## src/design/crc8fme_pkg.sv

```systemverilog
// ----------------------------------------------------------------------------
// crc8fme_pkg
// shared types, constants and the crc-8 step for the framed message encoder
// ----------------------------------------------------------------------------
package crc8fme_pkg;

    localparam int LENGTH_BITS = 16;
    localparam int MAX_LEN_W   = 16;

    localparam logic [7:0] MARK_START1 = 8'h23;
    localparam logic [7:0] MARK_START2 = 8'h21;
    localparam logic [7:0] MARK_END1   = 8'h2A;
    localparam logic [7:0] MARK_END2   = 8'h26;
    localparam logic [7:0] CRC_POLY    = 8'h07;
    localparam logic [7:0] CRC_INIT    = 8'h00;

    localparam logic [MAX_LEN_W-1:0] MAX_LEN_RESET = 16'd1024;

    // slot positions within one burst of results
    typedef enum logic [2:0] {
        SLOT_START1 = 3'd0,
        SLOT_START2 = 3'd1,
        SLOT_LEN_HI = 3'd2,
        SLOT_LEN_LO = 3'd3,
        SLOT_BYTE   = 3'd4,
        SLOT_END1   = 3'd5,
        SLOT_CRC    = 3'd6,
        SLOT_END2   = 3'd7
    } slot_t;

    typedef struct packed {
        logic        has_results;
        slot_t       first_slot;
        slot_t       last_slot;
        logic        err;
        logic [7:0]  data;
        logic [15:0] len;
        logic [7:0]  crc_out;
    } burst_t;

    function automatic logic [7:0] crc8_step(input logic [7:0] crc, input logic [7:0] data);
        logic [7:0] c;
        c = crc ^ data;
        for (int i = 0; i < 8; i++) begin
            if (c[7]) begin
                c = {c[6:0], 1'b0} ^ CRC_POLY;
            end else begin
                c = {c[6:0], 1'b0};
            end
        end
        return c;
    endfunction

endpackage

```

## src/design/crc8fme_frame_ctrl.sv

```systemverilog
// ----------------------------------------------------------------------------
// crc8fme_frame_ctrl
// frame state, crc accumulator and length limit; builds the burst for an item
// ----------------------------------------------------------------------------
module crc8fme_frame_ctrl (
    input  logic                   aclk,
    input  logic                   aresetn,
    input  logic                   accept,
    input  logic [7:0]             payload_byte,
    input  logic [15:0]            payload_length,
    input  logic                   last_byte,
    input  logic                   cfg_we,
    input  logic [15:0]            cfg_data,
    output crc8fme_pkg::burst_t    burst
);
    import crc8fme_pkg::*;

    logic                 in_frame_reg, in_frame_next;
    logic                 rejecting_reg, rejecting_next;
    logic [7:0]           crc_reg, crc_next;
    logic [MAX_LEN_W-1:0] max_len_reg, max_len_next;

    logic [LENGTH_BITS-1:0] len;
    logic                   start;
    logic                   rej;
    logic [7:0]             crc_new;

    assign len     = payload_length[LENGTH_BITS-1:0];
    assign start   = !in_frame_reg;
    assign rej     = start ? (MAX_LEN_W'(len) > max_len_reg) : rejecting_reg;
    assign crc_new = crc8_step(start ? CRC_INIT : crc_reg, payload_byte);

    always_comb begin
        burst.has_results = !rej || last_byte;
        burst.first_slot  = (start && !rej) ? SLOT_START1 : SLOT_BYTE;
        burst.last_slot   = (last_byte && !rej) ? SLOT_END2 : SLOT_BYTE;
        burst.err         = rej;
        burst.data        = payload_byte;
        burst.len         = 16'(len);
        burst.crc_out     = ~crc_new;
    end

    always_comb begin
        in_frame_next  = in_frame_reg;
        rejecting_next = rejecting_reg;
        crc_next       = crc_reg;
        max_len_next   = cfg_we ? cfg_data : max_len_reg;
        if (accept) begin
            in_frame_next  = !last_byte;
            rejecting_next = last_byte ? 1'b0 : rej;
            crc_next       = last_byte ? CRC_INIT : crc_new;
        end
    end

    always_ff @(posedge aclk) begin
        if (!aresetn) begin
            in_frame_reg  <= 1'b0;
            rejecting_reg <= 1'b0;
            crc_reg       <= CRC_INIT;
            max_len_reg   <= MAX_LEN_RESET;
        end else begin
            in_frame_reg  <= in_frame_next;
            rejecting_reg <= rejecting_next;
            crc_reg       <= crc_next;
            max_len_reg   <= max_len_next;
        end
    end

endmodule

```

## src/design/crc8fme_out_seq.sv

```systemverilog
// ----------------------------------------------------------------------------
// crc8fme_out_seq
// holds one burst and sends its results one per cycle while m_ready is high
// ----------------------------------------------------------------------------
module crc8fme_out_seq (
    input  logic                  aclk,
    input  logic                  aresetn,
    input  logic                  load,
    input  crc8fme_pkg::burst_t   burst,
    output logic                  can_load,
    output logic                  m_valid,
    input  logic                  m_ready,
    output logic [7:0]            m_out_byte,
    output logic                  m_last_of_run,
    output logic                  m_frame_error
);
    import crc8fme_pkg::*;

    burst_t burst_reg, burst_next;
    slot_t  slot_reg, slot_next;
    logic   busy_reg, busy_next;
    logic   at_last;

    assign at_last       = (slot_reg == burst_reg.last_slot);
    assign can_load      = !busy_reg || (m_ready && at_last);
    assign m_valid       = busy_reg;
    assign m_last_of_run = at_last;
    assign m_frame_error = burst_reg.err;

    always_comb begin
        unique case (slot_reg)
            SLOT_START1: m_out_byte = MARK_START1;
            SLOT_START2: m_out_byte = MARK_START2;
            SLOT_LEN_HI: m_out_byte = burst_reg.len[15:8];
            SLOT_LEN_LO: m_out_byte = burst_reg.len[7:0];
            SLOT_BYTE:   m_out_byte = burst_reg.err ? 8'h00 : burst_reg.data;
            SLOT_END1:   m_out_byte = MARK_END1;
            SLOT_CRC:    m_out_byte = burst_reg.crc_out;
            SLOT_END2:   m_out_byte = MARK_END2;
            default:     m_out_byte = 8'h00;
        endcase
    end

    always_comb begin
        burst_next = burst_reg;
        slot_next  = slot_reg;
        busy_next  = busy_reg;
        if (busy_reg && m_ready) begin
            if (at_last) begin
                busy_next = 1'b0;
            end else begin
                slot_next = slot_t'(slot_reg + 3'd1);
            end
        end
        if (load && burst.has_results) begin
            burst_next = burst;
            slot_next  = burst.first_slot;
            busy_next  = 1'b1;
        end
    end

    always_ff @(posedge aclk) begin
        if (!aresetn) begin
            busy_reg <= 1'b0;
            slot_reg <= SLOT_BYTE;
        end else begin
            busy_reg <= busy_next;
            slot_reg <= slot_next;
        end
    end

    always_ff @(posedge aclk) begin
        burst_reg <= burst_next;
    end

endmodule

```

## src/design/crc8_framed_message_encoder.sv

```systemverilog
// output: the first result of an item is registered and shown in the cycle after
// it is accepted; results leave one per cycle while m_ready is high; an item causes
// 1 result as a plain byte, up to 8 for a one-byte frame, none when dropped and 1
// error result for the last byte of a dropped frame; the output burst register holds
// one item, and the next item enters when the output is idle or as its last result is taken
// reset: synchronous active-low aresetn clears frame state, crc and max_length=1024
// ----------------------------------------------------------------------------
// crc8_framed_message_encoder
// wraps payload bytes in a length-prefixed frame with a crc-8 trailer
// ----------------------------------------------------------------------------
module crc8_framed_message_encoder (
    input  logic        aclk,
    input  logic        aresetn,
    input  logic        s_valid,
    output logic        s_ready,
    input  logic [7:0]  s_payload_byte,
    input  logic [15:0] s_payload_length,
    input  logic        s_last_byte,
    output logic        m_valid,
    input  logic        m_ready,
    output logic [7:0]  m_out_byte,
    output logic        m_last_of_run,
    output logic        m_frame_error,
    input  logic        cfg_valid,
    output logic        cfg_ready,
    input  logic [15:0] cfg_data
);
    import crc8fme_pkg::*;

    burst_t burst;
    logic   accept;

    assign cfg_ready = 1'b1;
    assign accept    = s_valid && s_ready;

    crc8fme_frame_ctrl u_frame_ctrl (
        .aclk           (aclk),
        .aresetn        (aresetn),
        .accept         (accept),
        .payload_byte   (s_payload_byte),
        .payload_length (s_payload_length),
        .last_byte      (s_last_byte),
        .cfg_we         (cfg_valid),
        .cfg_data       (cfg_data),
        .burst          (burst)
    );

    crc8fme_out_seq u_out_seq (
        .aclk          (aclk),
        .aresetn       (aresetn),
        .load          (accept),
        .burst         (burst),
        .can_load      (s_ready),
        .m_valid       (m_valid),
        .m_ready       (m_ready),
        .m_out_byte    (m_out_byte),
        .m_last_of_run (m_last_of_run),
        .m_frame_error (m_frame_error)
    );

endmodule

```

## config.mk

```make
export PLATFORM = sky130hd
export DESIGN_NAME = crc8_framed_message_encoder
export DESIGN_NICKNAME = d
export VERILOG_FILES = /design/src/design/crc8fme_pkg.sv /design/src/design/crc8fme_frame_ctrl.sv /design/src/design/crc8fme_out_seq.sv /design/src/design/crc8_framed_message_encoder.sv
export SDC_FILE = /design/constraint.sdc
export NUM_CORES = 1
export LEC_CHECK = 0
export ABC_AREA = 1
export BUFFER_PORTS_ARGS = -buffer_cell sky130_fd_sc_hd__buf_4
export CAP_MARGIN = 20
export CORE_ASPECT_RATIO = 1.5
export CORE_MARGIN = 2
export CORE_UTILIZATION = 50
export CTS_CLUSTER_DIAMETER = 60
export DETAILED_ROUTE_END_ITERATION = 6
export PLACE_DENSITY = 0.72
export SLEW_MARGIN = 20
export SYNTH_ARGS = -nofsm -noshare
export SYNTH_HDL_FRONTEND = slang
export SYNTH_HIERARCHICAL = 1
export SYNTH_SLANG_ARGS = --single-unit
```

## constraint.sdc

```tcl
create_clock -name aclk -period 3.81 [get_ports aclk]
set_input_delay 0.1905 -clock aclk [delete_from_list [all_inputs] [get_ports aclk]]
set_output_delay 0.1905 -clock aclk [all_outputs]
set_load 0.005 [all_outputs]
```

==> flow_summary_export.csv, run 1 <==
group,metric,value,unit
run_status,outcome,"completed",
place,port_buffers,57,
timing,setup_violations,0,
worst_setup_path,reg2reg_depth,13,
place,post-place-ws,1.01,ns
timing,fin_ws,0.969,ns
worst_setup_path,worst_path_max_delay_cell,"inv_1",
clock_network,numClockSinks,66,
logic_synthesis,synth_cell_type_count,30,
timing,fin_tns_setup,0,ns
grt,grt_start_max_net_pins,30,
floorplanning,core,7130,sq um
detailed_routing,wl_per_cell,13.0,um
detailed_routing,drtPass1Iterations,5,
finish,layout_common_cells,"nand2_1 (105), buf_4 (58), inv_1 (46)",
detailed_routing,ant_nets,0,
finish,antenna_cells,0,
worst_setup_path,startpoint_type,"flop",
worst_setup_path,cpMostUsedCell,"nand2_1",
detailed_routing,viasPerCell,5.08,
logic_synthesis,yosys_warnings,6,
detailed_routing,drtIter0Drc,266,
finish,syn_to_final_growth,13.1,%
place,gp_congestion,0.865,
grt,gr-total-overflow,0,
finish,nets,520,
timing,relSlewSlack,54.3,%
worst_setup_path,cp-endpoint,"u_out_seq/burst_reg[10]$_DFFE_PP_",
clock_network,cts_max_level,3,
worst_setup_path,endpoint_kind,"flop",
power_and_ir_drop,power.leakage,1.90,nW
timing,skew,0.00490,ns
detailed_routing,vias,2729,
detailed_routing,remaining_drc_errors,0,
worst_setup_path,critPathLaunch,"u_frame_ctrl/max_len_reg[15]$_SDFFE_PN0P_",
finish,largest_register_ffs,35,
grt,grt_pass1_wl,11200,um
clock_network,holdBufCountCts,0,
timing,hold_violations,0,
worst_setup_path,cp_max_fo,21,
timing,fin_crit_sh,74.6,%
worst_setup_path,r2r-end,"u_out_seq/burst_reg[10]$_DFFE_PP_",
worst_setup_path,reg2reg_slack,0.97,ns
clock_network,clkSlewWorstSetupHoldPaths,0.07,ns
floorplanning,io_pins,59,
worst_setup_path,worst_ep_arrival_time,2.87,ns
place,dp_hpwl,5480,um
power_and_ir_drop,irDropWorstVdd,0.252,mV
worst_setup_path,path_cells,"inv_1, ha_1, nand2_1, nor2_1, nand2_1, nor2_1, nor2_1, nand2_1, nand2_1, nand2_1, nand2_2, inv_1, buf_4",
timing,period_needed,2.84,ns
clock_network,cts_made_buffers,9,
grt,antenna_found_initial,0,
grt,gr-usage-all-layers,19.0,%
timing,maxSlewViolCount,0,
worst_setup_path,critPathKind,"flop to flop",
timing,rsz0062_at_grt,"no",
logic_synthesis,synthCells,418,
clock_network,cts_tree,"done",
clock_network,post_cts_resized,0,
detailed_routing,wirelength,6960,um
floorplanning,num_rows,38,
logic_synthesis,yosys.area.top_type,"edfxtp_1",
floorplanning,die_y,109,um
floorplanning,initial_core_util,51.1,%
floorplanning,die_area,8000,sq um
finish,drive_gt1_share,21.2,%
timing,worst-slew-pin-transition,0.685,ns
clock_network,cts_setup_buffers,0,
logic_synthesis,post-synth-top-area-fraction,29.7,%
timing,hold_ws,0.0334,ns
logic_synthesis,ys_seq_elements,66,
finish,layout_commonest_cell,"nand2_1",
clock_network,root_buffer,"clkbuf_8",
logic_synthesis,synth_area_leaders,"edfxtp_1 (30%), dfxtp_1 (16%), nand2_1 (11%), ha_1 (7.6%), buf_4 (6.2%)",
worst_hold_path,hp-class,"primary input to flop",
logic_synthesis,syn_area,3640,sq um
grt,grt_pass1_vias,2492,
clock_network,clk_path_buf_depth,2,
logic_synthesis,ys_seq_area_share,46.1,%
clock_network,insertion_delay,0.34,ns
worst_setup_path,critPathMaxStageDelay,0.52,ns
floorplanning,die_w,73.7,um
job,maxCapViolCount,0,
timing,max_freq,352,MHz
logic_synthesis,avgSynthCellArea,8.72,sq um
power_and_ir_drop,power_density,442,nW/um^2
worst_setup_path,required,3.84,ns
worst_setup_path,timing.rr.start,"u_frame_ctrl/max_len_reg[15]$_SDFFE_PN0P_",
==> worst min path at each step <==
stage / start / to / slack, ns / depth (start not counted)
floorplan: aresetn / u_out_seq/slot_reg[2]$_SDFFE_PN1P_ / 0.28 / 1
global placement: s_payload_length[7] / u_out_seq/burst_reg[15]$_DFFE_PP_ / 0.38 / 1
detailed placement: s_payload_length[7] / u_out_seq/burst_reg[15]$_DFFE_PP_ / 0.38 / 1
CTS: s_payload_length[7] / u_out_seq/burst_reg[15]$_DFFE_PP_ / 0.01 / 1
global route: s_payload_length[7] / u_out_seq/burst_reg[15]$_DFFE_PP_ / 0.01 / 1
finish: s_payload_length[7] / u_out_seq/burst_reg[15]$_DFFE_PP_ / 0.03 / 1
==> power by group <==
part           leakage [nW]  internal (mW)  total, mW  switching [mW]
logic                  1.22          0.170      0.390           0.220
clock network        0.0869          0.299      0.571           0.271
registers             0.589          0.825      0.862          0.0365
total                  1.90           1.29       1.82           0.528
==> logic make-up after synthesis <==
family                     after synthesis  synth area share [%]
and+or+nand+nor                        160                  19.2
buffers and inverters                   92                  12.8
DFF                                     66                  46.1
AOI/OAI and AO/OA                       62                  8.93
adders and majority gates               22                  7.55
xor gates and xnor gates                13                  5.08
other                                    3                 0.309
==> area by class of cell <==
type / count / area [sq um]
Fill cell: 654 / 3010
Sequential cell: 66 / 1680
Multi-Input combinational cell: 261 / 1500
Timing Repair Buffer: 58 / 435
Inverter: 56 / 210
Clock buffer: 9 / 124
Tap cell: 80 / 100
Clock inverter: 7 / 68.8
==> cell usage after synthesis <==
master / number
xor2_1: 6
clkbuf_1: 5
a21o_1: 1
a21boi_1: 1
o21ai_0: 13
buf_4: 30
nand4_1: 10
ha_1: 22
edfxtp_1: 36
a21oi_1: 36
conb_1: 3
nand2_1: 105
dfxtp_1: 30
nor2_1: 15
nand2_2: 6
xor2_4: 3
xor2_2: 2
nor2_4: 1
xnor2_1: 2
a22oi_1: 4
nor3_1: 1
nand3_1: 16
nand3b_1: 2
inv_1: 46
inv_2: 10
o21ai_1: 7
or2_1: 1
buf_6: 1
nand3_2: 1
nand2_4: 2
==> layer usage <==
metal	track usage [%]	share of wire, %	vias up
met5	0	0	-
met4	11.7	4.3	0
met3	4.75	4.8	21
met2	31.9	51	80
met1	21.1	40	1230
li1	-	-	1398
==> stage by stage <==
step                cell area (sq um)  util (%)  cells  total power [mW]
global placement                 3930      55.1    521              1.26
global route                     4120      57.8    537              1.92
detailed placement               3930      55.1    521              1.27
finish                           4120      57.8    537              1.82
CTS                              4120      57.8    537              1.84
floorplan                        3650         -    419              1.13
==> critical path: cells and delay by family (launching register included) <==
family / cells / cell delay [ns]
adder cells (fa/ha/maj): 1 / 0.30
buffers and inverters: 3 / 0.96
flip-flops: 1 / 0.31
AND/OR/NAND/NOR: 9 / 0.95
Power figures use the tool's default switching activity.
==> run 2: changes to the inputs <==
--- a/config.mk
+++ b/config.mk
@@ -5,7 +5,7 @@
 export SDC_FILE = /design/constraint.sdc
 export NUM_CORES = 1
 export LEC_CHECK = 0
-export ABC_AREA = 1
+export ABC_AREA = 0
 export BUFFER_PORTS_ARGS = -buffer_cell sky130_fd_sc_hd__buf_4
 export CAP_MARGIN = 20
 export CORE_ASPECT_RATIO = 1.5
@@ -13,7 +13,7 @@
 export CORE_UTILIZATION = 50
 export CTS_CLUSTER_DIAMETER = 60
 export DETAILED_ROUTE_END_ITERATION = 6
-export PLACE_DENSITY = 0.72
+export PLACE_DENSITY = 0.75
 export SLEW_MARGIN = 20
 export SYNTH_ARGS = -nofsm -noshare
 export SYNTH_HDL_FRONTEND = slang
==> constraint.sdc (replaced) <==
create_clock -name aclk -period 2.5 [get_ports aclk]
set_input_delay 0.125 -clock aclk [delete_from_list [all_inputs] [get_ports aclk]]
set_output_delay 0.125 -clock aclk [all_outputs]
set_load 0.005 [all_outputs]
==> run 2 against run 1 <==
Compared with the run above:
- clock-buffer cell count unchanged
- wire length up 6.0%
- hold slack better by 0.0036 ns
- largest cell class unchanged
- sequential share of layout area down 3.5 points
- non-clock buffer count up 33
- critical endpoint is now u_out_seq/slot_reg[2]$_SDFFE_PN1P_
- synthesized cell count down 19%
- die area down 1.2%
- first-iteration DRC count down 61%
- synthesized area down 1.3%
==> flow_summary_export.csv, run 2 <==
group,metric,value,unit
run_status,outcome,"completed",
worst_setup_path,critPathKind,"primary input to flop",
floorplanning,core,6900,sq um
grt,grt_start_max_net_pins,25,
logic_synthesis,synth_edf_count,36,
logic_synthesis,syn_area,3600,sq um
worst_setup_path,endpoint_kind,"flop",
logic_synthesis,ys_seq_elements,66,
grt,grt_pass1_vias,2457,
worst_hold_path,hp-class,"primary input to flop",
grt,gr-usage-all-layers,19.7,%
clock_network,cts_max_level,3,
timing,skew,0.00651,ns
worst_setup_path,required,2.74,ns
finish,syn_to_final_growth,25.7,%
logic_synthesis,synth_most_common_cell,"edfxtp_1",
worst_setup_path,reg2reg_depth,11,
timing,fin_tns_setup,0,ns
logic_synthesis,synthTopCellsByCount,"edfxtp_1 (36), buf_4 (30), dfxtp_1 (30)",
power_and_ir_drop,power_density,652,nW/um^2
floorplanning,initial_core_util,52.2,%
timing,max_freq,410,MHz
timing,maxSlewViolCount,0,
finish,nets,471,
detailed_routing,wl_per_cell,15.2,um
place,gp_congestion,0.788,
clock_network,root_buffer,"clkbuf_8",
timing,worst-slew-pin-transition,0.571,ns
place,postPlaceCellArea,3950,sq um
finish,fillers,527,
logic_synthesis,post-synth-top-area-fraction,30.0,%
logic_synthesis,yosys.area.top_type,"edfxtp_1",
detailed_routing,wirelength,7380,um
grt,gr-total-overflow,0,
clock_network,insertion_delay,0.35,ns
floorplanning,io_pins,59,
logic_synthesis,avgSynthCellArea,10.6,sq um
finish,antenna_cells,0,
floorplanning,die_y,108,um
timing,hold_violations,0,
worst_setup_path,cp_max_fo,7,
grt,grt_pass1_wl,11600,um
logic_synthesis,async_reset_ff_share,0,%
detailed_routing,drtIter0Drc,105,
worst_hold_path,min_path_cells,3,
floorplanning,die_area,7910,sq um
detailed_routing,met3_length,335,um
finish,layout_commonest_cell,"buf_4",
logic_synthesis,synth_cell_type_count,40,
worst_setup_path,worst_ep_arrival_time,2.68,ns
detailed_routing,vias,2570,
logic_synthesis,ys_seq_area_share,46.7,%
timing,relSlewSlack,61.6,%
clock_network,clkSlewWorstSetupHoldPaths,0.07,ns
detailed_routing,top_layer,"met4",
power_and_ir_drop,irDropWorstVdd,0.662,mV
worst_setup_path,r2r-end,"u_out_seq/slot_reg[2]$_SDFFE_PN1P_",
place,port_buffers,57,
floorplanning,die_w,73.3,um
floorplanning,num_rows,37,
detailed_routing,wl_met1,2870,um
detailed_routing,drtPass1Iterations,5,
place,dp_hpwl,5440,um
worst_setup_path,startpoint_type,"primary input",
finish,largest_register_ffs,35,
worst_setup_path,timing.rr.start,"u_frame_ctrl/max_len_reg[1]$_SDFFE_PN0P_",
clock_network,numClockSinks,66,
timing,period_needed,2.44,ns
worst_hold_path,min-delay-start,"cfg_data[3]",
detailed_routing,viasPerCell,5.29,
logic_synthesis,yosys_warnings,6,
clock_network,cts_tree,"done",
finish,layout_common_cells,"buf_4 (65), edfxtp_1 (36), nand2_1 (27)",
detailed_routing,dr_wl_met2,3990,um
power_and_ir_drop,power.leakage,1.88,nW
job,maxCapViolCount,0,
detailed_routing,remaining_drc_errors,0,
worst_hold_path,min_delay_worst_endpoint,"u_frame_ctrl/max_len_reg[3]$_SDFFE_PN0P_",
timing,hold_ws,0.0370,ns
detailed_routing,ant_nets,0,
grt,antenna_found_initial,0,
clock_network,cts_made_buffers,9,
finish,drive_gt1_share,26.7,%
logic_synthesis,synth_area_leaders,"edfxtp_1 (30%), dfxtp_1 (17%), ha_1 (7.6%), buf_4 (6.3%), xnor2_1 (6.1%)",
timing,setup_violations,0,
logic_synthesis,ys.flop_type,"edfxtp_1",
worst_setup_path,reg2reg_slack,0.08,ns
finish,stdcell_area,4520,sq um
clock_network,clk_path_buf_depth,2,
logic_synthesis,synthCells,339,
timing,fin_crit_sh,97.6,%
-- run 2: changes by cell type in the layout (fill, tap and decap cells not counted), moves of 7 or more --
cell | before | now
inv_2 | 10 | 1
xnor2_1 | 2 | 25
a21oi_1 | 36 | 13
o21ai_1 | 7 | 0
nor2_1 | 15 | 6
dlygate4sd3_1 | 0 | 23
nor2b_1 | 0 | 18
mux2i_1 | 0 | 16
buf_4 | 58 | 65
nand2_1 | 105 | 27
inv_1 | 46 | 26
-- run 2: power by group --
group / leakage [nW] / internal, mW / switching, mW
Clock: 0.110 / 0.550 / 0.386
Sequential: 0.590 / 1.26 / 0.0558
Combinational: 1.18 / 0.358 / 0.335
Total: 1.88 / 2.17 / 0.778
-- run 2: worst max-delay path, cell delays in order --
cell and delay, ns:
dlygate4sd3_1 0.53, buf_4 0.14, ha_1 0.31, a21oi_1 0.08, a2111o_1 0.41, o211a_1 0.15
a211o_1 0.30, nand2_4 0.12, clkinv_8 0.07, nor2_4 0.13, mux2_4 0.30
-- run 2: how the worst max path moves through the flow --
stage               slack (ns)  cells after the start                            endpoint                                      start
floorplan                0.004                     11  u_out_seq/slot_reg[2]$_SDFFE_PN1P_   u_frame_ctrl/max_len_reg[1]$_SDFFE_PN0P_
global placement           0.1                     11  u_out_seq/slot_reg[2]$_SDFFE_PN1P_   u_frame_ctrl/max_len_reg[1]$_SDFFE_PN0P_
detailed placement       0.002                     11  u_out_seq/slot_reg[2]$_SDFFE_PN1P_   u_frame_ctrl/max_len_reg[7]$_SDFFE_PN0P_
CTS                      0.005                     11  u_out_seq/slot_reg[2]$_SDFFE_PN1P_                       s_payload_length[14]
global route             -0.02                     11  u_out_seq/slot_reg[2]$_SDFFE_PN1P_  u_frame_ctrl/max_len_reg[14]$_SDFFE_PN0P_
finish                    0.06                     11  u_out_seq/slot_reg[2]$_SDFFE_PN1P_                        s_payload_length[3]
-- run 2: cells by family after synthesis --
group,Yosys count,synth area share [%]
mux,21,6.02
buf+inv,67,10.2
fa+ha+maj,22,7.65
compound gates,50,10.1
other cells,3,0.313
simple gates,74,10.0
flops,66,46.7
xor+xnor,36,8.97
-- run 2: what timing repair did --
item                                    in CTS  in global routing
endpoints found under the setup margin       1                 28
pin swaps                                    0                  7
hold buffers                                25                  0
buffers inserted                             0                  5
cloned                                       0                  0
resized for setup                            1                 23
endpoints found under the hold margin       25                  0
-- run 2: metrics by stage --
stage	cells	total power [mW]	utilization (%)	worst slack, ns
3_3_place_gp	444	1.95	57.2	0.0988
5_1_grt	486	3.10	65.6	-0.0184
3_5_place_dp	444	1.96	57.2	0.00208
6_report	486	2.95	65.6	0.0590
4_1_cts	485	2.93	63.9	0.00515
2_1_floorplan	340	1.74	-	0.00383
-- run 2: layout make-up --
| cell class | count | area, sq um | area share (%) |
|---|---|---|---|
| Clock buffer | 9 | 124 | 2.74 |
| Clock inverter | 7 | 83.8 | 1.85 |
| Inverter | 28 | 118 | 2.60 |
| Multi-Input combinational cell | 207 | 1660 | 36.6 |
| Sequential cell | 66 | 1690 | 37.3 |
| Tap cell | 78 | 97.6 | 2.16 |
| Timing Repair Buffer | 91 | 754 | 16.7 |
-- run 2: metal layers --
metal  vias to the layer above  global-route usage [%]
li1                       1275                       -
met1                      1197                    23.5
met2                        82                    32.6
met3                        16                    3.46
met4                         0                    11.8
met5                         -                       0
==> run 3: changes to the inputs <==
--- a/config.mk
+++ b/config.mk
@@ -12,8 +12,9 @@
 export CORE_MARGIN = 2
 export CORE_UTILIZATION = 50
 export CTS_CLUSTER_DIAMETER = 60
+export CTS_CLUSTER_SIZE = 24
 export DETAILED_ROUTE_END_ITERATION = 6
-export PLACE_DENSITY = 0.75
+export PLACE_DENSITY = 0.72
 export SLEW_MARGIN = 20
 export SYNTH_ARGS = -nofsm -noshare
 export SYNTH_HDL_FRONTEND = slang
==> constraint.sdc (replaced) <==
create_clock -name aclk -period 3.1 [get_ports aclk]
set_input_delay 0.155 -clock aclk [delete_from_list [all_inputs] [get_ports aclk]]
set_output_delay 0.155 -clock aclk [all_outputs]
set_load 0.005 [all_outputs]
==> run 3 against run 2 <==
Compared with the run above:
- global-route usage up 0.21 points
- sequential share of layout area increased by 2.0 points
- clock skew rose by 0.0018 ns
- highest routed layer unchanged
- utilization fell by 3.6 points
- sequential cell count unchanged
- register-to-register slack better by 0.34 ns
- first-iteration DRC count rose by 50%
- combinational power fell by 28%
- largest cell class unchanged
==> flow_summary_export.csv, run 3 (synthesis results as in run 2) <==
group,metric,value,unit
place,gp_congestion,0.797,
finish,multi_input_area,1550,sq um
timing,skew,0.00829,ns
floorplanning,die_y,108,um
place,post-place-ws,0.456,ns
timing,fin_crit_sh,90.1,%
job,maxCapViolCount,0,
clock_network,cts_made_buffers,9,
run_status,outcome,"completed",
power_and_ir_drop,combPwrFrac,21.4,%
floorplanning,die_w,73.3,um
timing,max_freq,358,MHz
worst_setup_path,critPathMaxStageDelay,0.54,ns
worst_setup_path,startpoint_type,"primary input",
clock_network,clk_path_buf_depth,2,
grt,grt_pass1_wl,11600,um
power_and_ir_drop,total_power,2.32,mW
timing,relSlewSlack,58.7,%
floorplanning,core,6900,sq um
floorplanning,io_pins,59,
worst_setup_path,cp_max_fo,34,
place,port_buffers,57,
grt,grt_start_max_net_pins,35,
clock_network,cts_setup_buffers,0,
floorplanning,initial_core_util,52.2,%
power_and_ir_drop,power_density,542,nW/um^2
worst_setup_path,endpoint_kind,"flop",
detailed_routing,ant_nets,0,
finish,layout_commonest_cell,"buf_4",
finish,drive_gt1_share,21.5,%
grt,gr-usage-all-layers,19.9,%
worst_setup_path,cpMostUsedCell,"buf_4",
grt,antenna_found_initial,0,
timing,setup_violations,0,
detailed_routing,drtIter0Drc,158,
timing,worst-slew-pin-transition,0.615,ns
clock_network,insertion_delay,0.34,ns
finish,antenna_cells,0,
power_and_ir_drop,seqPwrFrac,46.3,%
power_and_ir_drop,power_switching,0.605,mW
place,postPlaceCellArea,3890,sq um
finish,fillers,561,
detailed_routing,remaining_drc_errors,0,
power_and_ir_drop,irDropWorstVdd,0.388,mV
clock_network,root_buffer,"clkbuf_8",
timing,period_needed,2.79,ns
finish,syn_to_final_growth,18.9,%
finish,layout_common_cells,"buf_4 (60), edfxtp_1 (36), dfxtp_1 (30)",
power_and_ir_drop,p_clk_share,32.3,%
detailed_routing,viasPerCell,5.26,
detailed_routing,wl_per_cell,15.2,um
grt,gr-total-overflow,0,
place,dp_hpwl,5450,um
finish,nets,458,
finish,seq_area,1680,sq um
clock_network,cts_max_level,3,
worst_setup_path,required,3.15,ns
power_and_ir_drop,p_sw_share,26.1,%
timing,hold_violations,0,
worst_setup_path,critPathKind,"primary input to flop",
clock_network,cts_tree,"done",
power_and_ir_drop,p_int,1.72,mW
floorplanning,num_rows,37,
timing,maxSlewViolCount,0,
worst_setup_path,worst_path_max_delay_cell,"dlygate4sd3_1",
timing,hold_ws,0.0290,ns
clock_network,clkSlewWorstSetupHoldPaths,0.07,ns
worst_hold_path,hp-class,"primary input to flop",
grt,grt_pass1_vias,2434,
clock_network,post_cts_resized,0,
clock_network,numClockSinks,66,
detailed_routing,wirelength,7180,um
detailed_routing,drtPass1Iterations,5,
floorplanning,die_area,7910,sq um
finish,largest_register_ffs,35,
worst_setup_path,worst_ep_arrival_time,2.84,ns
worst_setup_path,reg2reg_slack,0.42,ns
detailed_routing,vias,2490,
timing,fin_tns_setup,0,ns
worst_setup_path,path_cells,"dlygate4sd3_1, buf_4, ha_1, nand4_1, a2111o_1, o211a_1, a211o_1, nand2_1, clkinv_2, buf_4",
power_and_ir_drop,power.leakage,1.78,nW
finish,stdcell_area,4280,sq um
timing,fin_ws,0.307,ns
timing,rsz0062_at_grt,"no",
[run 3: worst paths after layout]
check | start | endpoint | cells past startpoint
max reg2reg | u_frame_ctrl/max_len_reg[7]$_SDFFE_PN0P_ | u_out_seq/burst_reg[24]$_DFFE_PP_ | 9
min reg2reg | u_frame_ctrl/crc_reg[4]$_SDFFE_PN0P_ | u_frame_ctrl/crc_reg[4]$_SDFFE_PN0P_ | 2
max | s_payload_length[6] | u_out_seq/burst_reg[24]$_DFFE_PP_ | 10
min | s_payload_byte[2] | u_out_seq/burst_reg[26]$_DFFE_PP_ | 1
[run 3: power groups by stage]
stage                     combinational (mW)  clock, mW  sequential [mW]
after global routing                   0.553      0.806             1.08
after CTS                              0.497      0.772             1.07
after floorplan                        0.333          0             1.07
final                                  0.496      0.750             1.07
after global placement                 0.469          0             1.09
after detailed placement               0.479          0             1.09
[run 3: worst max-delay path, delay by kind of cell]
family | cells | cell delay [ns]
compound gates | 3 | 0.90
fa+ha+maj | 1 | 0.28
simple gates | 2 | 0.32
buf+inv | 4 | 1.14
[run 3: stage by stage]
step           instances  utilization, %
6_report             473            62.0
5_1_grt              473            62.0
4_1_cts              470            61.6
3_5_place_dp         439            56.4
3_3_place_gp         439            56.4
2_1_floorplan        340               -
[run 3: layout make-up]
cell class | instances | share of cell area (%)
clock buffers | 9 | 2.90
clock inverters | 7 | 1.96
inverters | 28 | 2.49
multi-input cells | 207 | 36.3
flip-flops and latches | 66 | 39.3
well taps | 78 | 2.28
repair buffers | 78 | 14.7
[run 3: layer usage]
layer	track usage [%]	routed length (um)
met1	22.8	2910
met2	33.3	3730
met3	5.52	287
met4	10.3	254
met5	0	0
[run 3: timing repair]
action	in CTS	in global routing
endpoints found under the setup margin	0	0
hold buffers	15	3
hold endpoints to repair	15	3
